$ cat src/hdl/csdm_pkg.sv
// ----------------------------------------------------------------------------
// csdm_pkg: shared types and constants of the concentric disk mapper
// Holds the fixed-point formats, the stage words and the arctangent table.
// ----------------------------------------------------------------------------
package csdm_pkg;

  // Fixed-point formats.
  localparam int unsigned FRAC_BITS        = 16;
  localparam int unsigned CORDIC_STEPS_DEF = 18;
  localparam int unsigned IN_W   = FRAC_BITS;        // unit-square coordinate
  localparam int unsigned XY_W   = FRAC_BITS + 2;    // centered coordinate
  localparam int unsigned MAG_W  = FRAC_BITS + 1;    // magnitude, up to 1.0
  localparam int unsigned QBITS  = FRAC_BITS + 1;    // quotient bits
  localparam int unsigned REM_W  = 2 * FRAC_BITS + 2;
  localparam int unsigned OUT_W  = FRAC_BITS + 2;
  localparam int unsigned ANG_W  = 32;               // binary turns
  localparam int unsigned Z_W    = ANG_W + 1;
  localparam int unsigned GUARD  = 16;
  localparam int unsigned CXY_W  = FRAC_BITS + GUARD + 4;
  localparam int unsigned KG_W   = 30;
  localparam int unsigned PROD_W = MAG_W + KG_W;
  localparam int unsigned OCT_SH = 29;               // one octant = 2^29 units of 2^-32 turn
  localparam logic [KG_W-1:0] KGAIN_Q30 = KG_W'(652032875);

  // Octant offset of the selected region.
  typedef enum logic [1:0] {
    OCT0 = 2'd0,
    OCT2 = 2'd1,
    OCT4 = 2'd2,
    OCT6 = 2'd3
  } oct_e;

  // Word handed along the divider cells.
  typedef struct packed {
    logic             valid;
    logic [REM_W-1:0] rem;
    logic [MAG_W-1:0] den;
    logic [QBITS-1:0] quo;
    logic             neg;
    oct_e             oct;
    logic [MAG_W-1:0] r;
  } div_t;

  // Word handed along the rotation cells.
  typedef struct packed {
    logic                    valid;
    logic [1:0]              quad;
    logic signed [CXY_W-1:0] cx;
    logic signed [CXY_W-1:0] cy;
    logic signed [Z_W-1:0]   z;
  } cord_t;

  // atan(2^-i) in 2^-32 turns.
  function automatic logic [ANG_W-1:0] atan_turn(input int unsigned idx);
    logic [ANG_W-1:0] v;
    case (idx)
      0:  v = 32'h20000000;  1:  v = 32'h12E4051E;  2:  v = 32'h09FB385B;
      3:  v = 32'h051111D4;  4:  v = 32'h028B0D43;  5:  v = 32'h0145D7E1;
      6:  v = 32'h00A2F61E;  7:  v = 32'h00517C55;  8:  v = 32'h0028BE53;
      9:  v = 32'h00145F2F;  10: v = 32'h000A2F98;  11: v = 32'h000517CC;
      12: v = 32'h00028BE6;  13: v = 32'h000145F3;  14: v = 32'h0000A2FA;
      15: v = 32'h0000517D;  16: v = 32'h000028BE;  17: v = 32'h0000145F;
      18: v = 32'h00000A30;  19: v = 32'h00000518;  20: v = 32'h0000028C;
      21: v = 32'h00000146;  22: v = 32'h000000A3;  23: v = 32'h00000051;
      24: v = 32'h00000029;  25: v = 32'h00000014;  26: v = 32'h0000000A;
      27: v = 32'h00000005;  28: v = 32'h00000003;  29: v = 32'h00000001;
      30: v = 32'h00000001;
      default: v = 32'h00000000;
    endcase
    return v;
  endfunction

endpackage

$ cat src/hdl/csdm_div_cell.sv
// ----------------------------------------------------------------------------
// csdm_div_cell: one restoring-division cell
// Resolves one quotient bit of the ratio and passes the word on.
// ----------------------------------------------------------------------------
module csdm_div_cell import csdm_pkg::*; #(
  parameter int unsigned SHIFT = 0
) (
  input  logic clk_i,
  input  logic rst_ni,
  input  logic en_i,
  input  div_t div_i,
  output div_t div_o
);

  logic [REM_W-1:0] den_sh;
  div_t             div_d;
  div_t             div_q;

  // Compare against the shifted divisor and subtract when it fits.
  always_comb begin
    den_sh = REM_W'(div_i.den) << SHIFT;
    div_d  = div_i;
    if (div_i.rem >= den_sh) begin
      div_d.rem = div_i.rem - den_sh;
      div_d.quo = div_i.quo | (QBITS'(1) << SHIFT);
    end
  end

  always_ff @(posedge clk_i or negedge rst_ni) begin
    if (!rst_ni) begin
      div_q <= '0;
    end else if (en_i) begin
      div_q <= div_d;
    end
  end

  assign div_o = div_q;

endmodule

$ cat config.mk
export PLATFORM = sky130hd
export DESIGN_NAME = csdm_div_cell
export DESIGN_NICKNAME = d
export VERILOG_FILES = /design/src/hdl/csdm_pkg.sv /design/src/hdl/csdm_div_cell.sv
export SDC_FILE = /design/constraint.sdc
export NUM_CORES = 1
export LEC_CHECK = 0
export ABC_AREA = 1
export ABC_CLOCK_PERIOD_IN_PS = 800
export BUFFER_PORTS_ARGS = -buffer_cell sky130_fd_sc_hd__buf_2
export CORE_MARGIN = 5
export CORE_UTILIZATION = 40
export CTS_BUF_LIST = sky130_fd_sc_hd__clkbuf_16
export CTS_CLUSTER_SIZE = 20
export DETAILED_ROUTE_END_ITERATION = 7
export PLACE_DENSITY = 0.75
export SYNTH_ARGS = -nofsm -noshare
export SYNTH_HDL_FRONTEND = slang
export SYNTH_SLANG_ARGS = --single-unit
$ cat constraint.sdc
create_clock -name clk_i -period 0.8 [get_ports clk_i]
set_input_delay 0 -clock clk_i [delete_from_list [all_inputs] [get_ports clk_i]]
set_output_delay 0 -clock clk_i [all_outputs]
set_load 0.02 [all_outputs]
==> out/results.ini, run 1 <==
[cells_and_area]
layout.nets = 1358
layout_common_cells = 355 x nand2_1, 153 x buf_4, 99 x buf_6
final_core_util_pct = 74.55
antennaDiodeCount = 0
drive_gt1_share_pct = 42.62
largest_reg_flops = 89
syn_to_final_growth_pct = 83.03
final_common_cell = nand2_1

[logic_synthesis]
yosys_warnings = 0
synthCells = 851
yosysSeqAreaShare_pct = 39.55
synth_top_area_cell = dfrtp_1
ys_ff_latch = 89
synth.avg_cell_area_um2 = 6.618
synth_nets = 961
synthTopCellsByArea = dfrtp_1 40%, nand2_1 26%, inv_1 7.6%
yosys.cell_types.count = 33
synth.top_cell.area_share_pct = 39.55
syn-cell-area_mm2 = 0.005632

[place]
gp_congestion = 0.9476
io_buffers = 180
hpwl_um = 14870

[status]
status = finished with violations
violations = negative setup slack

[clock_network]
cts_tree = yes
numCtsBuffers = 9
htree_levels = 3
cts_sinks = 89
clkLatencyLatePin_ns = 0.35
root_buffer = clkbuf_16
cts_max_path_buffers = 2
path_clk_slew_ns = 0.07

[floorplanning]
die-area_mm2 = 0.01655
core-area_mm2 = 0.01383
die_h_um = 128.7
start_util_pct = 40.73
num_rows = 43
fp.dieW_um = 128.7
ios = 181

[grt]
grt_first_pass_wirelength_um = 34380
grt_pass1_vias = 6932
antenna_found_initial = 1
grt_remaining_overflow = 0
grt_usage_pct = 26.07
grt_max_degree = 56

[critical_path]
cp-start-kind = primary input
cp_num_cells = 15
worstPathRequired_ns = 1.04
crit_chain = buf_2 -> inv_2 -> ha_4 -> nand2_1 -> nand2_2 -> a21oi_2 -> nand2_1 -> nand2_2 -> nand2_4 -> a21oi_4 -> nand2_8 -> buf_12 -> buf_16 -> nand3_1 -> nand2_1
endpoint = div_o[75]
reg2reg_slack_ns = -0.04
endpoint_kind = register
crit_type = in2reg
r2r_cells = 3
cp_slowest_stage_delay_ns = 0.22
path_max_fanout = 6
cpMostUsedCell = nand2_1
cp_slowest_cell = ha_4
timing.rr.start = div_o[20]
r2r_end = div_o[20]
cp_top_family = simple AND/OR/NAND/NOR gates
crit_path_start = div_i[42]
worstPathArrival_ns = 1.70
crit_buf_inv = 4

[sta]
timing.fmax_ghz = 0.6858
max_slew_margin_pct = 76.89
fin_worst_skew_ns = 0
fin_ws_ns = -0.6581
layout_min_cycle_time_ns = 1.458
hold_viol = 0
finalCritPeriodShare_pct = 182.3
tightest_slew_ns = 0.3441
rsz0062_at_grt = true
setup_violations = 131
maxSlewViolCount = 0

[detailed_routing]
routedWlPerCell_um = 16.63
drtIter0Drc = 533
via_per_inst = 4.914
dr.pass1.iters = 5
ant_nets = 0
drc_errors = 0
vias = 7042
totalWireLength_um = 23830

[power]
irDropWorstVdd_v = 0.0009572
p_per_area_mw_per_mm2 = 1514
p_total_uw = 15610
p_leak_uw = 0.005512

[hold_path]
holdCritPathClass = in2reg

[flow_run]
max_cap_violations = 0

==> tightest hold or removal path, delay by kind of cell <==
kind,cells,cell delay (ns)
buffers and inverters,2,0.17
and+or+nand+nor,3,0.16
==> how the worst min path moves through the flow <==
stage,start,end,slack [ns],cells after the start
final,div_i[57],div_o[57],0.006,5
after global routing,rst_ni,div_o[27],0.02,2
after CTS,rst_ni,div_o[27],0.002,2
after detailed placement,rst_ni,div_o[27],-0.18,1
after global placement,rst_ni,div_o[32],-0.18,1
after floorplan,rst_ni,div_o[0],-0.30,0
==> report_power, final <==
group | internal [µW] | switching (µW)
registers | 5000 | 405
clock network | 2110 | 1920
logic | 3070 | 3110
==> routing by layer <==
layer / up-vias / GRT usage [%] / wire (µm)
met2: 297 / 46.92 / 12050
li1: 3378 / - / -
met3: 52 / 6.061 / 1847
met5: - / 0 / 8
met4: 2 / 6.733 / 601
met1: 3313 / 31.32 / 9319
==> cell type report <==
type	count	area [µm²]
fillers	933	3520
clock buffers	9	225.2
well taps	180	225.2
multi-input cells	618	3528
clock inverters	7	46.29
inverters	120	462.9
repair buffers	410	3592
flip-flops and latches	89	2227
==> metrics by stage <==
stage / cells / hold WS, ns / TNS (ns) / setup WS, ns / instance area (µm²)
after floorplan: 851 / -0.2956 / -22.74 / -0.7014 / 5968
after global placement: 1309 / -0.1819 / -34.21 / -1.081 / 7976
after detailed placement: 1309 / -0.1818 / -35.02 / -1.116 / 7976
after CTS: 1402 / 0.002178 / -26.22 / -0.5819 / 9758
after global routing: 1433 / 0.02207 / -33.72 / -0.7475 / 10310
final: 1433 / 0.006139 / -28.22 / -0.6581 / 10310
==> cells in the mapped netlist (all sizes together) <==
cell / count
nand3b: 1
nor2: 55
xor2: 6
nor2b: 1
a21oi: 14
xnor2: 9
buf: 9
fa: 1
nand4: 12
nand3: 56
clkbuf: 15
dfrtp: 89
clkinv: 1
nand2: 412
o21ai: 22
nor3: 10
inv: 119
nor3b: 1
ha: 17
or2: 1
==> cell families after synthesis <==
group	count (synthesis)	synth area share [%]
adder cells (fa/ha/maj)	18	4.132
AO/OA/AOI/OAI	36	3.399
XOR/XNOR	15	2.333
AND/OR/NAND/NOR	549	40.19
buffers and inverters	144	10.40
flip-flops	89	39.55
==> repair_timing <==
item / in CTS / in global routing
gates resized for setup: 226 / 79
pin swaps: 11 / 40
setup buffers: 20 / 30
cloned: 2 / 2
hold buffers: 55 / 0
setup endpoints to repair: 124 / 126
endpoints found under the hold margin: 143 / 0
No activity file was read; power rests on OpenSTA's default activity.
==> run 2, diff against run 1 <==
--- a/config.mk
+++ b/config.mk
@@ -6,7 +6,7 @@
 export NUM_CORES = 1
 export LEC_CHECK = 0
 export ABC_AREA = 1
-export ABC_CLOCK_PERIOD_IN_PS = 800
+export ABC_CLOCK_PERIOD_IN_PS = 1870
 export BUFFER_PORTS_ARGS = -buffer_cell sky130_fd_sc_hd__buf_2
 export CORE_MARGIN = 5
 export CORE_UTILIZATION = 40
==> constraint.sdc (replaced) <==
create_clock -name clk_i -period 1.87 [get_ports clk_i]
set_input_delay 0 -clock clk_i [delete_from_list [all_inputs] [get_ports clk_i]]
set_output_delay 0 -clock clk_i [all_outputs]
set_load 0.02 [all_outputs]
==> out/results.ini, run 2 (synthesis results as in run 1) <==
[clock_network]
numCtsBuffers = 9  ; unchanged
root_buffer = clkbuf_16
cts_max_path_buffers = 2  ; unchanged
clkLatencyLatePin_ns = 0.34  ; about the same
ctsResizeCount = 0  ; -100%
htree_levels = 3  ; unchanged
cts_sinks = 89  ; unchanged
path_clk_slew_ns = 0.06  ; about the same
cts_tree = yes

[floorplanning]
die_h_um = 128.7  ; unchanged
core-area_mm2 = 0.01383  ; unchanged
ios = 181  ; unchanged
num_rows = 43  ; unchanged
fp.dieW_um = 128.7  ; unchanged
die-area_mm2 = 0.01655  ; unchanged
start_util_pct = 40.73  ; unchanged

[power]
pwr-share-seq_pct = 39.1  ; +4.5 points
internal_power_uw = 3836  ; -62%
pwr-share-comb_pct = 29.6  ; -10 points
clkPwrFrac_pct = 31.3  ; +5.5 points
switching_share_pct = 33.24  ; -1.6 points
p_leak_uw = 0.004533  ; -18%
irDropWorstVdd_v = 0.0004280  ; -55%
p_per_area_mw_per_mm2 = 719.7  ; -52%
switchingPower_uw = 1910  ; -65%

[cells_and_area]
syn_to_final_growth_pct = 41.77
instances_no_fill = 1310  ; -8.6%
largest_reg_flops = 89  ; unchanged
nFillCells = 1297  ; +39%
drive_gt1_share_pct = 22.67  ; -20 points
final_common_cell = nand2_1
stdcell_area_mm2 = 0.007984  ; -23%
layout.nets = 1234  ; -9.1%
final_core_util_pct = 57.74  ; -17 points
layout_common_cells = 397 x nand2_1, 179 x buf_2, 114 x inv_1

[place]
place_inst = 1215  ; -7.2%
dpl_cell_area_mm2 = 0.006898  ; -14%
place_ws_ns = -0.06396  ; +1.052 ns
io_buffers = 180  ; unchanged
gp_congestion = 0.9448  ; -0.30%
hpwl_um = 13450  ; -9.6%

[hold_path]
min_to = div_o[53]
holdCritPathClass = in2reg
min_path_cells = 3  ; -2
min-delay-start = div_i[53]

[flow_run]
max_cap_violations = 0  ; unchanged

[grt]
antenna_found_initial = 2  ; +1
grt_usage_pct = 21.76  ; -4.3 points
grt_first_pass_wirelength_um = 28980  ; -16%
grt_max_degree = 74  ; +32%
grt_pass1_vias = 6035  ; -13%
grt_remaining_overflow = 0  ; unchanged

[sta]
maxSlewViolCount = 0  ; unchanged
layout_min_cycle_time_ns = 1.702
setup_violations = 0  ; -100%
timing.hold.ws_ns = 0.006052  ; -0.00008677 ns
fin_worst_skew_ns = 0  ; unchanged
timing.fmax_ghz = 0.5876
hold_viol = 0  ; unchanged
fin_ws_ns = 0.1681  ; +0.8262 ns
finalCritPeriodShare_pct = 91.01
rsz0062_at_grt = false
max_slew_margin_pct = 60.12  ; -17 points
tightest_slew_ns = 0.5982  ; +0.2541 ns

[detailed_routing]
dr.pass1.iters = 4  ; -1
vias = 6047  ; -14%
drtIter0Drc = 280  ; -47%
ant_nets = 0  ; unchanged
met1_length_um = 7601  ; -18%
dr_wl_met2_um = 8420  ; -30%
routed-wl-met3_um = 1499  ; -19%
maxUsedRoutingLayer = met5
drc_errors = 0  ; unchanged
totalWireLength_um = 17790  ; -25%
routedWlPerCell_um = 13.58  ; -18%
via_per_inst = 4.616  ; -6.1%

[critical_path]
endpoint_kind = register
reg2reg_slack_ns = 1.20  ; +1.24 ns
crit_type = in2reg
r2r_cells = 2  ; -1
path_max_fanout = 17  ; +11
cp-start-kind = primary input
worstPathArrival_ns = 1.94  ; +0.24 ns
crit_path_start = div_i[81]
r2r_end = div_o[53]
worstPathRequired_ns = 2.11  ; +1.07 ns
timing.rr.start = div_o[53]

[status]
status = complete, no violations

-- run 2: cell types whose count changed in the layout (fill, tap and decap cells not counted), moves of 20 or more --
cell,change
nand2_1,+42
dlygate4sd3_1,+22
buf_4,-129
nand2_4,-20
nand2_2,-21
nand3_2,-31
nand3_1,+33
buf_6,-99
buf_2,+92
-- run 2: repair_timing --
item / CTS / global route
endpoints found under the setup margin: 0 / 17
hold buffers: 77 / 0
endpoints found under the hold margin: 121 / 0
setup buffers: 0 / 1
-- run 2: worst max-delay path by stage --
stage / slack [ns] / end
after floorplan: 0.25 / div_o[55]
after global placement: 0.004 / div_o[60]
after detailed placement: -0.06 / div_o[61]
after CTS: 0.01 / div_o[61]
after global routing: 0.01 / div_o[65]
final: 0.17 / div_o[65]
-- run 2: area by class of cell --
class / instances / area (µm²) / area share, %
antenna: 1 / 2.502 / 0.03134
sequential: 89 / 2227 / 27.90
clock inverter: 7 / 67.56 / 0.8463
tap: 180 / 225.2 / 2.821
timing repair buffer: 286 / 1967 / 24.64
multi-input combinational: 618 / 2819 / 35.31
clock buffer: 9 / 225.2 / 2.821
inverter: 120 / 450.4 / 5.642
-- run 2: per-layer routing --
layer	global-route usage, %	vias up
met1	27.22	2708
met3	5.313	21
met4	6.918	2
met5	0	-
met2	37.07	187
li1	-	3129
-- run 2: critical path, stage by stage --
cell and delay [ns]:
dlygate4sd3_1 0.52, buf_2 0.13, nor2_1 0.17, nand2_1 0.12, inv_1 0.08, nand4_1 0.07, nor2_1 0.14, o21ai_2 0.09
buf_4 0.15, nor2_4 0.10, buf_12 0.16, nand2_1 0.06, nand3_1 0.08, nand2_1 0.06
-- run 2: power by group through the flow --
stage | Clock (µW) | Combinational [µW] | Sequential, µW
finish | 1800 | 1700 | 2240
global route | 1910 | 1890 | 2270
CTS | 1850 | 1710 | 2240
detailed placement | 0 | 1580 | 2280
global placement | 0 | 1570 | 2270
floorplan | 0 | 679 | 2540
-- run 2: through the flow --
stage	power [µW]	setup TNS, ns
global route	6075	0
global placement	3845	0
finish	5746	0
CTS	5802	0
floorplan	3224	0
detailed placement	3859	-0.7606
