## config.mk

```make
export PLATFORM = sky130hd
export DESIGN_NAME = csdm_cordic_cell
export DESIGN_NICKNAME = d
export VERILOG_FILES = /design/src/hdl/csdm_pkg.sv /design/src/hdl/csdm_cordic_cell.sv
export SDC_FILE = /design/constraint.sdc
export NUM_CORES = 1
export LEC_CHECK = 0
export BUFFER_PORTS_ARGS = -buffer_cell sky130_fd_sc_hd__clkbuf_2
export CELL_PAD_IN_SITES_DETAIL_PLACEMENT = 1
export CELL_PAD_IN_SITES_GLOBAL_PLACEMENT = 1
export CORE_ASPECT_RATIO = 0.5
export CORE_MARGIN = 3
export CORE_UTILIZATION = 38
export CTS_CLUSTER_SIZE = 12
export DETAILED_ROUTE_END_ITERATION = 8
export HOLD_SLACK_MARGIN = 0.1
export PLACE_DENSITY = 0.75
export SLEW_MARGIN = 20
export SYNTH_ARGS = -nofsm -noshare
export SYNTH_HDL_FRONTEND = slang
export SYNTH_SLANG_ARGS = --single-unit
```

## constraint.sdc

```tcl
create_clock -name clk_i -period 0.8 [get_ports clk_i]
set_input_delay 0.08 -clock clk_i [delete_from_list [all_inputs] [get_ports clk_i]]
set_output_delay 0.08 -clock clk_i [all_outputs]
set_load 0.005 [all_outputs]
```

## src/hdl/csdm_pkg.sv

```systemverilog
// ----------------------------------------------------------------------------
// csdm_pkg: shared types and constants of the concentric disk mapper
// Holds the fixed-point formats, the stage words and the arctangent table.
// ----------------------------------------------------------------------------
package csdm_pkg;

  // Fixed-point formats.
  localparam int unsigned FRAC_BITS        = 16;
  localparam int unsigned CORDIC_STEPS_DEF = 18;
  localparam int unsigned IN_W   = FRAC_BITS;        // unit-square coordinate
  localparam int unsigned XY_W   = FRAC_BITS + 2;    // centered coordinate
  localparam int unsigned MAG_W  = FRAC_BITS + 1;    // magnitude, up to 1.0
  localparam int unsigned QBITS  = FRAC_BITS + 1;    // quotient bits
  localparam int unsigned REM_W  = 2 * FRAC_BITS + 2;
  localparam int unsigned OUT_W  = FRAC_BITS + 2;
  localparam int unsigned ANG_W  = 32;               // binary turns
  localparam int unsigned Z_W    = ANG_W + 1;
  localparam int unsigned GUARD  = 16;
  localparam int unsigned CXY_W  = FRAC_BITS + GUARD + 4;
  localparam int unsigned KG_W   = 30;
  localparam int unsigned PROD_W = MAG_W + KG_W;
  localparam int unsigned OCT_SH = 29;               // one octant = 2^29 units of 2^-32 turn
  localparam logic [KG_W-1:0] KGAIN_Q30 = KG_W'(652032875);

  // Octant offset of the selected region.
  typedef enum logic [1:0] {
    OCT0 = 2'd0,
    OCT2 = 2'd1,
    OCT4 = 2'd2,
    OCT6 = 2'd3
  } oct_e;

  // Word handed along the divider cells.
  typedef struct packed {
    logic             valid;
    logic [REM_W-1:0] rem;
    logic [MAG_W-1:0] den;
    logic [QBITS-1:0] quo;
    logic             neg;
    oct_e             oct;
    logic [MAG_W-1:0] r;
  } div_t;

  // Word handed along the rotation cells.
  typedef struct packed {
    logic                    valid;
    logic [1:0]              quad;
    logic signed [CXY_W-1:0] cx;
    logic signed [CXY_W-1:0] cy;
    logic signed [Z_W-1:0]   z;
  } cord_t;

  // atan(2^-i) in 2^-32 turns.
  function automatic logic [ANG_W-1:0] atan_turn(input int unsigned idx);
    logic [ANG_W-1:0] v;
    case (idx)
      0:  v = 32'h20000000;  1:  v = 32'h12E4051E;  2:  v = 32'h09FB385B;
      3:  v = 32'h051111D4;  4:  v = 32'h028B0D43;  5:  v = 32'h0145D7E1;
      6:  v = 32'h00A2F61E;  7:  v = 32'h00517C55;  8:  v = 32'h0028BE53;
      9:  v = 32'h00145F2F;  10: v = 32'h000A2F98;  11: v = 32'h000517CC;
      12: v = 32'h00028BE6;  13: v = 32'h000145F3;  14: v = 32'h0000A2FA;
      15: v = 32'h0000517D;  16: v = 32'h000028BE;  17: v = 32'h0000145F;
      18: v = 32'h00000A30;  19: v = 32'h00000518;  20: v = 32'h0000028C;
      21: v = 32'h00000146;  22: v = 32'h000000A3;  23: v = 32'h00000051;
      24: v = 32'h00000029;  25: v = 32'h00000014;  26: v = 32'h0000000A;
      27: v = 32'h00000005;  28: v = 32'h00000003;  29: v = 32'h00000001;
      30: v = 32'h00000001;
      default: v = 32'h00000000;
    endcase
    return v;
  endfunction

endpackage

```

## src/hdl/csdm_cordic_cell.sv

```systemverilog
// ----------------------------------------------------------------------------
// csdm_cordic_cell: one CORDIC rotation cell
// Rotates the vector by one table angle toward a zero residual angle.
// ----------------------------------------------------------------------------
module csdm_cordic_cell import csdm_pkg::*; #(
  parameter int unsigned STEP = 0
) (
  input  logic  clk_i,
  input  logic  rst_ni,
  input  logic  en_i,
  input  cord_t cord_i,
  output cord_t cord_o
);

  localparam logic signed [Z_W-1:0] ATAN = Z_W'(atan_turn(STEP));

  logic signed [CXY_W-1:0] dx;
  logic signed [CXY_W-1:0] dy;
  cord_t                   cord_d;
  cord_t                   cord_q;

  // Direction follows the sign of the residual angle.
  always_comb begin
    dx     = cord_i.cy >>> STEP;
    dy     = cord_i.cx >>> STEP;
    cord_d = cord_i;
    if (!cord_i.z[Z_W-1]) begin
      cord_d.cx = cord_i.cx - dx;
      cord_d.cy = cord_i.cy + dy;
      cord_d.z  = cord_i.z - ATAN;
    end else begin
      cord_d.cx = cord_i.cx + dx;
      cord_d.cy = cord_i.cy - dy;
      cord_d.z  = cord_i.z + ATAN;
    end
  end

  always_ff @(posedge clk_i or negedge rst_ni) begin
    if (!rst_ni) begin
      cord_q <= '0;
    end else if (en_i) begin
      cord_q <= cord_d;
    end
  end

  assign cord_o = cord_q;

endmodule

```

==> metrics, run 1 <==
share of the yosys chip area belonging to registers=25.3%; synthesized instance count=1,295; fraction of registers with async set or reset after synthesis=100%; master cell of the clock root buffer=sky130_fd_sc_hd__clkbuf_16; deepest clock path buffer count=2; ys flop type=sky130_fd_sc_hd__dfrtp_1; FF+latch count, synth=107; half-perimeter wire length after placement=43.9 mm; pin category terminating the worst setup path after the last repair=register input; error msg=[ERROR GRT-0232] Routing congestion too high. Check the congestion heatmap in the GUI.; overall die height=124 um; Initial Util=39.3%; largest net degree at the start of global routing=55; Syn Area/Cell=8.17 um^2; number of distinct library cells after synthesis=82; Ports=219; global-route congestion overflow total=1,449; input/output buffers=218; Mapped Nets=1,517; run status=aborted with a tool error; number of flops mapped to enable cells by yosys=0; combined global-route utilization of all metal layers=91.6%; total of warnings raised by yosys=0; Placement Rows=42; Last stage=5_1_grt; CTS sink count=107; worst endpoint after global-route timing repair=cord_o[96]$_DFFE_PN0P_/D; Die Span X=242 um; total clock buffers created by CTS=9; count of H-tree levels built during CTS=3; antenna violations before repair=16; weighted congestion at the end of routability-driven global placement=0.980; cell area after synthesis=0.0106 mm^2
-- cell usage after synthesis (10+ instances only) --
master                     count  area share (%)
sky130_fd_sc_hd__a21o_1       21             1.5
sky130_fd_sc_hd__a21oi_1     177             8.4
sky130_fd_sc_hd__a221oi_1     10            0.83
sky130_fd_sc_hd__buf_1        12            0.43
sky130_fd_sc_hd__clkbuf_1     35             1.2
sky130_fd_sc_hd__clkbuf_8     16             2.1
sky130_fd_sc_hd__dfrtp_1     107              25
sky130_fd_sc_hd__ha_1        107              13
sky130_fd_sc_hd__inv_1       114             4.0
sky130_fd_sc_hd__mux2_2       45             4.8
sky130_fd_sc_hd__mux2i_1      32             3.0
sky130_fd_sc_hd__nand2_1      62             2.2
sky130_fd_sc_hd__nand2b_1     12            0.71
sky130_fd_sc_hd__nand3_1      24             1.1
sky130_fd_sc_hd__nand4_1      19             1.1
sky130_fd_sc_hd__nor2_1      139             4.9
sky130_fd_sc_hd__nor2b_1      10            0.59
sky130_fd_sc_hd__nor3_1       24             1.1
sky130_fd_sc_hd__o211ai_1     10            0.71
sky130_fd_sc_hd__o21a_1       14            0.99
sky130_fd_sc_hd__o21ai_0      71             3.4
sky130_fd_sc_hd__o21bai_1     24             1.7
sky130_fd_sc_hd__xnor2_1      50             4.1
sky130_fd_sc_hd__xor2_1       10            0.83
-- cells by family after synthesis --
| group | Yosys count | share of synthesized area, % |
|---|---|---|
| compound gates | 421 | 25.4 |
| xor+xnor | 60 | 4.97 |
| fa+ha+maj | 111 | 13.4 |
| buf+inv | 187 | 8.42 |
| flops | 107 | 25.3 |
| mux | 77 | 7.82 |
| simple gates | 332 | 14.7 |
-- per-stage QoR --
| step | cell area, um^2 | utilization [%] | worst slack, ps | std cells | hold WS, ps |
|---|---|---|---|---|---|
| detailed placement | 15600 | 58.0 | -2580 | 2273 | 121 |
| floorplan | 11200 | - | -1890 | 1295 | -216 |
| CTS | 18000 | 67.0 | -1930 | 2401 | 139 |
| global placement | 15600 | 58.0 | -2440 | 2273 | 101 |
-- layer usage --
layer  global-route usage, %  overflow
met1                    85.1        19
met2                     115      1034
met3                    73.8        14
met4                     104       382
met5                    42.2         0
-- timing repair --
action	in CTS
resized for setup	248
setup buffers	85
setup endpoints to repair	187
endpoints found under the hold margin	140
pin swaps	109
hold buffers	34
gates cloned	1
==> run 2: changes to the inputs <==
==> config.mk (replaced) <==
export PLATFORM = sky130hd
export DESIGN_NAME = csdm_cordic_cell
export DESIGN_NICKNAME = d
export VERILOG_FILES = /design/src/hdl/csdm_pkg.sv /design/src/hdl/csdm_cordic_cell.sv
export SDC_FILE = /design/constraint.sdc
export NUM_CORES = 1
export LEC_CHECK = 0
export BUFFER_PORTS_ARGS = -buffer_cell sky130_fd_sc_hd__clkbuf_2
export CORE_MARGIN = 3
export CORE_UTILIZATION = 30
export DETAILED_ROUTE_END_ITERATION = 8
export PLACE_DENSITY_LB_ADDON = 0.15
export SLEW_MARGIN = 20
export SYNTH_ARGS = -nofsm -noshare
export SYNTH_HDL_FRONTEND = slang
export SYNTH_SLANG_ARGS = --single-unit
==> constraint.sdc (replaced) <==
create_clock -name clk_i -period 1 [get_ports clk_i]
set_input_delay 0.1 -clock clk_i [delete_from_list [all_inputs] [get_ports clk_i]]
set_output_delay 0.1 -clock clk_i [all_outputs]
set_load 0.005 [all_outputs]
==> metrics, run 2 <==
DR vias/cell=5.01; Tightest Hold Check Type=input port to register; count of H-tree levels built during CTS=3; synthesized instance count=1,295; number of nets in the layout=2,216; cell area after synthesis=0.0106 mm^2; top cell type's share of synthesized area=25.3%; Syn Area/Cell=8.17 um^2; Initial Util=30.6%; Starting DRT DRC Count=788; clock-pin slew reported for the worst setup and hold paths after clock tree synthesis=90 ps; half-perimeter wire length after placement=35.3 mm; sort of element at the start of the critical path=input port; FF+latch count, synth=107; fillers=3,205; input/output buffers=218; weighted congestion at the end of routability-driven global placement=0.935; min Tclk post-route=2680 ps; Critical Path End Type=register; Mapped Nets=1,517; worst voltage drop across the vdd grid=0.000919 V; pin slew with the least headroom to its limit=662 ps; total instance count after detailed placement=2,310; global-route wire length before repair=68.9 mm; most frequent cells in the layout=sky130_fd_sc_hd__buf_4 (437), sky130_fd_sc_hd__clkbuf_2 (198), sky130_fd_sc_hd__a21oi_1 (131); cell type with the largest total area after synthesis=sky130_fd_sc_hd__dfrtp_1; WL per Instance=18.4 um; master cell of the clock root buffer=sky130_fd_sc_hd__clkbuf_16; leakage power of the design=0.00882 uW; worst reg2reg startpoint=cord_o[104]; total clock buffers created by CTS=9; final critical-path setup slack=-1680 ps; Power Density=1120 mW/mm^2; final non-filler cell area=0.0185 mm^2; share of layout cells above drive strength 1=52.3%; Fmax achieved=374 MHz; Final period util=268%; most common cell after layout, fill and taps aside=sky130_fd_sc_hd__buf_4; Max Cap Viol=0; FF-to-FF setup slack=0 ps; clock tree from TritonCTS=yes; combined global-route utilization of all metal layers=23.1%; FF-to-FF End=cord_o[104]; utilization of the core after routing=53.5%; antenna violations before repair=0; total of warnings raised by yosys=0; Area growth syn-to-layout=75.0%; vias after detailed routing=12,291; deepest clock path buffer count=2; final antenna-violating net count=0; Cell Area, Placed=0.0154 mm^2; number of flops mapped to enable cells by yosys=0; CP arrival=2960 ps; number of distinct library cells after synthesis=82; dpl ws=-2140 ps; Ports=219; count of inserted antenna diode cells=0; tightest hold margin=45.2 ps; non-filler cells, final=2,454; global-route congestion overflow total=0; TritonRoute pass-1 iters=5; Setup CP Type=input port to register; ys flop type=sky130_fd_sc_hd__dfrtp_1; via count of the first global-routing pass=12,415; Placement Rows=68; number of flip-flops in the largest register=107; later-pin clock latency in the skew report=380 ps; Final Hold Viols=0; worst reg2reg path depth=2; Worst Clk Skew=0 ps; violations in the final reports=negative setup slack; share of the yosys chip area belonging to registers=25.3%; fraction of registers with async set or reset after synthesis=100%; largest net degree at the start of global routing=55; overall die height=194 um; largest cells by area after synthesis=sky130_fd_sc_hd__dfrtp_1 (25%), sky130_fd_sc_hd__ha_1 (13%), sky130_fd_sc_hd__a21oi_1 (8.4%); Core Region=0.0346 mm^2; CTS sink count=107; Remaining DRCs=0; beginning of the critical path=cord_i[37]; required time of the worst setup path=1280 ps; run status=finished with violations; Final Routed Wirelength=45.2 mm; most used standard cell by instance count after synthesis=sky130_fd_sc_hd__a21oi_1; capture point of the worst path=cord_o[102]; max-slew headroom at the worst pin=55.4%; largest fanout of any net on the critical path=3; Die Span X=194 um; most numerous cell types in the synthesized netlist=sky130_fd_sc_hd__a21oi_1 (177), sky130_fd_sc_hd__nor2_1 (139), sky130_fd_sc_hd__inv_1 (114); area of the die=0.0376 mm^2; Slew Limit Fails=0; flip-flop and latch area=0.00268 mm^2; number of endpoints failing setup at the final stage=107; setup repair after global routing missed its margin=true; total area of multi-input combinational cells=0.00864 mm^2
run 2: cell counts after synthesis:
Identical to the previous run, type by type.
run 2: final cells by class:
cell class | instances | area share (%)
inverters | 115 | 2.63
clock buffers | 10 | 1.29
clock inverters | 6 | 0.291
repair buffers | 760 | 31.6
multi-input cells | 1001 | 46.7
flip-flops and latches | 107 | 14.5
well taps | 455 | 3.07
run 2: worst min-delay path by stage:
stage	startpoint	to	slack, ps	cells past startpoint
after floorplan	rst_ni	cord_o[0]	-200	0
after global placement	rst_ni	cord_o[27]	-6	1
after detailed placement	rst_ni	cord_o[27]	-1	1
after global routing	cord_i[29]	cord_o[29]	40	3
final	cord_i[29]	cord_o[29]	50	3
after CTS	cord_i[29]	cord_o[29]	30	3
run 2: worst max-delay path, stage by stage:
cell	delay, ps
sky130_fd_sc_hd__buf_8	100
sky130_fd_sc_hd__inv_4	50
sky130_fd_sc_hd__ha_4	190
sky130_fd_sc_hd__or4_4	540
sky130_fd_sc_hd__a2111o_1	360
sky130_fd_sc_hd__a2111oi_4	300
sky130_fd_sc_hd__buf_4	210
sky130_fd_sc_hd__o21ai_4	80
sky130_fd_sc_hd__a21oi_4	200
sky130_fd_sc_hd__a211oi_4	100
sky130_fd_sc_hd__o311a_1	400
sky130_fd_sc_hd__o221ai_2	210
sky130_fd_sc_hd__a31oi_1	110
run 2: logic make-up after synthesis:
kind of cell / count (synthesis) / synth area share, %
and+or+nand+nor: 332 / 14.7
AOI/OAI and AO/OA: 421 / 25.4
buffers and inverters: 187 / 8.42
xor gates and xnor gates: 60 / 4.97
DFF: 107 / 25.3
adders and majority gates: 111 / 13.4
muxes: 77 / 7.82
run 2: metrics by stage:
stage	TNS, ps	power, uW
global route	-89620	21900
global placement	-117800	14400
finish	-81740	20800
detailed placement	-120490	14500
floorplan	-76360	9930
CTS	-80860	19700
run 2: power by group:
| part | total (uW) | internal (uW) | switching [uW] |
|---|---|---|---|
| Combinational | 11200 | 5900 | 5340 |
| Clock | 3920 | 1820 | 2100 |
| Sequential | 5590 | 5090 | 498 |
| Total | 20800 | 12800 | 7940 |
run 2: what timing repair did:
| action | in CTS | in global routing |
|---|---|---|
| resized for setup | 200 | 178 |
| hold endpoints to repair | 141 | 0 |
| setup buffers | 57 | 56 |
| setup endpoints to repair | 163 | 176 |
| pin swaps | 125 | 132 |
| hold buffers | 34 | 0 |
run 2: layer usage:
layer	track usage, %	up-vias	wire [um]
met5	0	-	0
met4	5.60	0	851
met3	4.38	57	2310
met2	40.6	310	22500
met1	29.2	5938	19600
li1	-	5986	-
No activity file was read; power rests on OpenSTA's default activity.
==> run 3: changes to the inputs <==
--- a/config.mk
+++ b/config.mk
@@ -10,6 +10,7 @@
 export CORE_UTILIZATION = 30
 export DETAILED_ROUTE_END_ITERATION = 8
 export PLACE_DENSITY_LB_ADDON = 0.15
+export SETUP_SLACK_MARGIN = 0.15
 export SLEW_MARGIN = 20
 export SYNTH_ARGS = -nofsm -noshare
 export SYNTH_HDL_FRONTEND = slang
==> metrics, run 3 (synthesis gave the netlist of run 2 again) <==
CTS sink count=107; area of the die=0.0376 mm^2; Final period util=259%; antenna violations before repair=0; Max Cap Viol=0; Tightest Hold Check Type=input port to register; largest net degree at the start of global routing=43; Slew Limit Fails=0; setup repair after global routing missed its margin=true; run status=finished with violations; Die Span X=194 um; number of nets in the layout=2,239; CP arrival=2860 ps; TritonRoute pass-1 iters=6; master cell of the clock root buffer=sky130_fd_sc_hd__clkbuf_16; final non-filler cell area=0.0187 mm^2; leakage power of the design=0.00897 uW; required time of the worst setup path=1270 ps; half-perimeter wire length after placement=35.4 mm; Core Region=0.0346 mm^2; vias after detailed routing=12,294; most frequent cells in the layout=sky130_fd_sc_hd__buf_4 (461), sky130_fd_sc_hd__clkbuf_2 (199), sky130_fd_sc_hd__a21oi_1 (124); delay of the slowest critical-path stage=550 ps; non-filler cells, final=2,477; Critical Path End Type=register; pin slew with the least headroom to its limit=739 ps; Cell Area, Placed=0.0155 mm^2; deepest clock path buffer count=2; count of H-tree levels built during CTS=3; Starting DRT DRC Count=725; standard cell with the maximum stage delay on the critical path=sky130_fd_sc_hd__or4_4; clock tree from TritonCTS=yes; Fmax achieved=387 MHz; Initial Util=30.6%; family with the most delay on the worst path=compound AO/OA/AOI/OAI gates; total instance count after detailed placement=2,319; largest fanout of any net on the critical path=3; share of layout cells above drive strength 1=53.3%; Final Hold Viols=0; max-slew headroom at the worst pin=50.2%; final critical-path setup slack=-1590 ps; Ports=219; min Tclk post-route=2590 ps; number of flip-flops in the largest register=107; CP bufs+invs=3; WL per Instance=18.2 um; DR vias/cell=4.96; Worst Clk Skew=0 ps; number of endpoints failing setup at the final stage=99; ordered list of cells on the worst path=buf_8 -> inv_4 -> ha_4 -> or4_4 -> a2111o_1 -> a2111oi_4 -> buf_4 -> o21ai_4 -> a21oi_4 -> a211oi_4 -> o311a_1 -> o221ai_2 -> a31oi_1; violations in the final reports=negative setup slack; post-layout power=21,200 uW; count of inserted antenna diode cells=0; fillers=3,210; most common cell after layout, fill and taps aside=sky130_fd_sc_hd__buf_4; total clock buffers created by CTS=9; weighted congestion at the end of routability-driven global placement=0.884; Remaining DRCs=0; sort of element at the start of the critical path=input port; global-route congestion overflow total=0; setup TNS=-80,750 ps; later-pin clock latency in the skew report=380 ps; total area of multi-input combinational cells=0.00869 mm^2; worst voltage drop across the vdd grid=0.000946 V; combined global-route utilization of all metal layers=23.0%; input/output buffers=218; clock-pin slew reported for the worst setup and hold paths after clock tree synthesis=90 ps; global-route wire length before repair=69.2 mm; final antenna-violating net count=0; Placement Rows=68; Final Routed Wirelength=45.0 mm; via count of the first global-routing pass=12,622; Setup CP Type=input port to register; Area growth syn-to-layout=77.1%; overall die height=194 um; flip-flop and latch area=0.00268 mm^2; Power Density=1130 mW/mm^2
run 3: cell types whose count changed in the layout (fill, tap and decap cells not counted), sizes merged:
cell	before	now
dlygate4sd3	34	33
buf	521	547
inv	118	117
bufinv	0	1
clkinv	3	4
clkbuf	215	212
run 3: per-stage QoR:
step                      util [%]  setup slack (ps)  hold WS [ps]
after detailed placement      44.7             -2200         -30.6
final                         54.1             -1590          51.1
after global placement        44.7             -2230         -36.2
after CTS                     51.1             -1590          37.0
after floorplan                  -             -1710          -196
after global routing          54.1             -1640          74.1
run 3: power breakdown:
group	switching (uW)	total (uW)	internal [uW]
clock network	2130	4180	2050
registers	495	5590	5090
logic	5380	11400	6020
run 3: what timing repair did:
action / 4_1_cts / 5_1_grt
setup endpoints to repair: 181 / 183
cloned: 0 / 1
hold buffers: 33 / 0
gates resized for setup: 210 / 163
hold endpoints to repair: 139 / 0
buffers inserted: 68 / 40
pin swaps: 117 / 125
run 3: layer usage:
| layer | track usage, % | wire [um] | share of wire [%] |
|---|---|---|---|
| met1 | 29.9 | 19600 | 44 |
| met2 | 40.3 | 22200 | 49 |
| met3 | 3.23 | 2170 | 4.8 |
| met4 | 6.00 | 1010 | 2.2 |
| met5 | 0 | 0 | 0 |
run 3: worst paths after layout:
check                                 start     endpoint  slack (ps)  cells past startpoint
worst max-delay path             cord_i[37]  cord_o[102]       -1590                     13
worst min-delay path             cord_i[29]   cord_o[29]          50                      3
worst max register to register  cord_o[104]  cord_o[104]         -10                      2
worst min register to register   cord_o[32]   cord_o[32]         490                      1
max in group asynchronous            rst_ni   cord_o[48]         400                      3
min in group asynchronous            rst_ni    cord_o[9]         100                      2
run 3: layout make-up:
type,count,area share [%]
multi-input combinational,1001,46.4
timing repair buffer,783,31.9
sequential,107,14.3
clock inverter,7,0.561
tap,455,3.04
inverter,115,2.61
clock buffer,9,1.20
run 3: worst min-delay path, stage by stage:
cell and delay, ps:
sky130_fd_sc_hd__clkbuf_2 110, sky130_fd_sc_hd__buf_4 110, sky130_fd_sc_hd__o21ai_0 70
==> run 4: changes to the inputs <==
==> constraint.sdc (replaced) <==
create_clock -name clk_i -period 2.6 [get_ports clk_i]
set_input_delay 0.26 -clock clk_i [delete_from_list [all_inputs] [get_ports clk_i]]
set_output_delay 0.26 -clock clk_i [all_outputs]
set_load 0.005 [all_outputs]
==> metrics, run 4 (synthesis gave the netlist of run 2 again) <==
Starting DRT DRC Count=612; count of H-tree levels built during CTS=3; Placement Rows=68; Remaining DRCs=0; worst voltage drop across the vdd grid=0.000375 V; Setup CP Type=input port to register; Max Cap Viol=0; worst reg2reg startpoint=cord_o[104]; FF-to-FF End=cord_o[104]; CTS sink count=107; Ports=219; count of inserted antenna diode cells=0; later-pin clock latency in the skew report=380 ps; Cell Area, Placed=0.0145 mm^2; most frequent cells in the layout=sky130_fd_sc_hd__buf_4 (331), sky130_fd_sc_hd__clkbuf_2 (209), sky130_fd_sc_hd__a21oi_1 (144); deepest clock path buffer count=2; Slew Limit Fails=0; via count of the first global-routing pass=11,443; leakage power of the design=0.00769 uW; Initial Util=30.6%; sort of element at the start of the critical path=input port; Area growth syn-to-layout=52.4%; TritonRoute pass-1 iters=5; Worst Clk Skew=0 ps; largest net degree at the start of global routing=124; share of layout cells above drive strength 1=45.4%; FF-to-FF setup slack=1620 ps; violations in the final reports=negative setup slack; clock tree from TritonCTS=yes; setup repair after global routing missed its margin=true; Final Hold Viols=0; Critical Path End Type=register; number of flip-flops in the largest register=107; Final Routed Wirelength=42.6 mm; half-perimeter wire length after placement=34.3 mm; area of the die=0.0376 mm^2; Tightest Hold Check Type=input port to register; largest fanout of any net on the critical path=3; final non-filler cell area=0.0161 mm^2; most common cell after layout, fill and taps aside=sky130_fd_sc_hd__buf_4; weighted congestion at the end of routability-driven global placement=0.939; required time of the worst setup path=2870 ps; vias after detailed routing=11,365; final critical-path setup slack=-238 ps; number of nets in the layout=2,028; antenna violations before repair=1; DR vias/cell=5.02; Die Span X=194 um; clock-pin slew reported for the worst setup and hold paths after clock tree synthesis=100 ps; number of endpoints failing setup at the final stage=16; Core Region=0.0346 mm^2; pin slew with the least headroom to its limit=697 ps; Fmax achieved=352 MHz; final antenna-violating net count=0; total clock buffers created by CTS=9; global-route wire length before repair=65.3 mm; worst reg2reg path depth=2; run status=finished with violations; Final period util=109%; WL per Instance=18.8 um; overall die height=194 um; global-route congestion overflow total=0; combined global-route utilization of all metal layers=21.9%; input/output buffers=218; capture point of the worst path=cord_o[102]; beginning of the critical path=cord_i[37]; max-slew headroom at the worst pin=53.0%; min Tclk post-route=2840 ps; Power Density=450 mW/mm^2; master cell of the clock root buffer=sky130_fd_sc_hd__clkbuf_16; tightest hold margin=100 ps; post-layout power=7260 uW; CP arrival=3110 ps
==> run 4: changes by cell type in the layout (fill, tap and decap cells not counted), moves of 8 or more <==
| cell | before | now |
|---|---|---|
| sky130_fd_sc_hd__xnor2_1 | 33 | 41 |
| sky130_fd_sc_hd__clkbuf_2 | 199 | 209 |
| sky130_fd_sc_hd__a21oi_1 | 124 | 144 |
| sky130_fd_sc_hd__buf_4 | 461 | 331 |
| sky130_fd_sc_hd__mux2_2 | 34 | 44 |
| sky130_fd_sc_hd__nor2_1 | 122 | 136 |
| sky130_fd_sc_hd__mux2_4 | 11 | 1 |
| sky130_fd_sc_hd__nor2_2 | 13 | 3 |
| sky130_fd_sc_hd__buf_12 | 15 | 2 |
| sky130_fd_sc_hd__a21oi_4 | 13 | 4 |
| sky130_fd_sc_hd__dlygate4sd3_1 | 33 | 1 |
| sky130_fd_sc_hd__a21oi_2 | 42 | 31 |
| sky130_fd_sc_hd__xnor2_2 | 17 | 8 |
| sky130_fd_sc_hd__buf_6 | 61 | 21 |
==> run 4: repair_timing <==
action | 4_1_cts | 5_1_grt
gates resized for setup | 97 | 145
pin swaps | 50 | 76
setup endpoints to repair | 42 | 48
hold endpoints to repair | 33 | 0
buffers inserted | 7 | 14
hold buffers | 1 | 0
==> run 4: area by class of cell <==
| type | instances | area (um^2) |
|---|---|---|
| Multi-Input combinational cell | 1001 | 8220 |
| Fill cell | 3491 | 18500 |
| Sequential cell | 107 | 2680 |
| Inverter | 115 | 439 |
| Tap cell | 455 | 569 |
| Timing Repair Buffer | 572 | 3920 |
| Clock inverter | 6 | 63.8 |
| Clock buffer | 10 | 239 |
==> run 4: layer usage <==
metal / vias to the layer above / global-route usage, % / wire length, um
met1: 5460 / 29.5 / 19500
met2: 257 / 37.1 / 20600
met4: 2 / 4.90 / 615
met3: 41 / 3.35 / 1830
li1: 5605 / - / -
met5: - / 0 / 7
==> run 4: worst max-delay path, cell delays in order <==
cell,delay [ps]
sky130_fd_sc_hd__buf_8,100
sky130_fd_sc_hd__inv_4,50
sky130_fd_sc_hd__ha_4,190
sky130_fd_sc_hd__or4_4,560
sky130_fd_sc_hd__a2111o_1,350
sky130_fd_sc_hd__a2111oi_4,430
sky130_fd_sc_hd__o21ai_2,140
sky130_fd_sc_hd__a21oi_4,240
sky130_fd_sc_hd__a211oi_4,110
sky130_fd_sc_hd__o311a_1,400
sky130_fd_sc_hd__o221ai_2,170
sky130_fd_sc_hd__a31oi_1,90
==> run 4: per-stage QoR <==
step,utilization (%),TNS [ps],setup WS (ps),std cells
after floorplan,-,-1630,-274,1295
final,46.6,-1700,-238,2266
after CTS,44.2,-1380,-148,2252
after detailed placement,41.8,-23450,-862,2228
after global routing,46.6,-3930,-332,2266
after global placement,41.8,-22890,-800,2228
==> run 4: worst min-delay path by stage <==
stage	depth (start not counted)	slack, ps	from	to
2_1_floorplan	0	-40	rst_ni	cord_o[0]
3_3_place_gp	1	270	rst_ni	cord_o[2]
3_5_place_dp	1	280	rst_ni	cord_o[17]
4_1_cts	2	90	cord_i[21]	cord_o[21]
5_1_grt	2	90	cord_i[24]	cord_o[24]
6_report	2	100	cord_i[9]	cord_o[9]
==> run 4: power by group <==
group,switching (uW),internal [uW]
Sequential,188,1960
Combinational,1850,1740
Clock,809,709
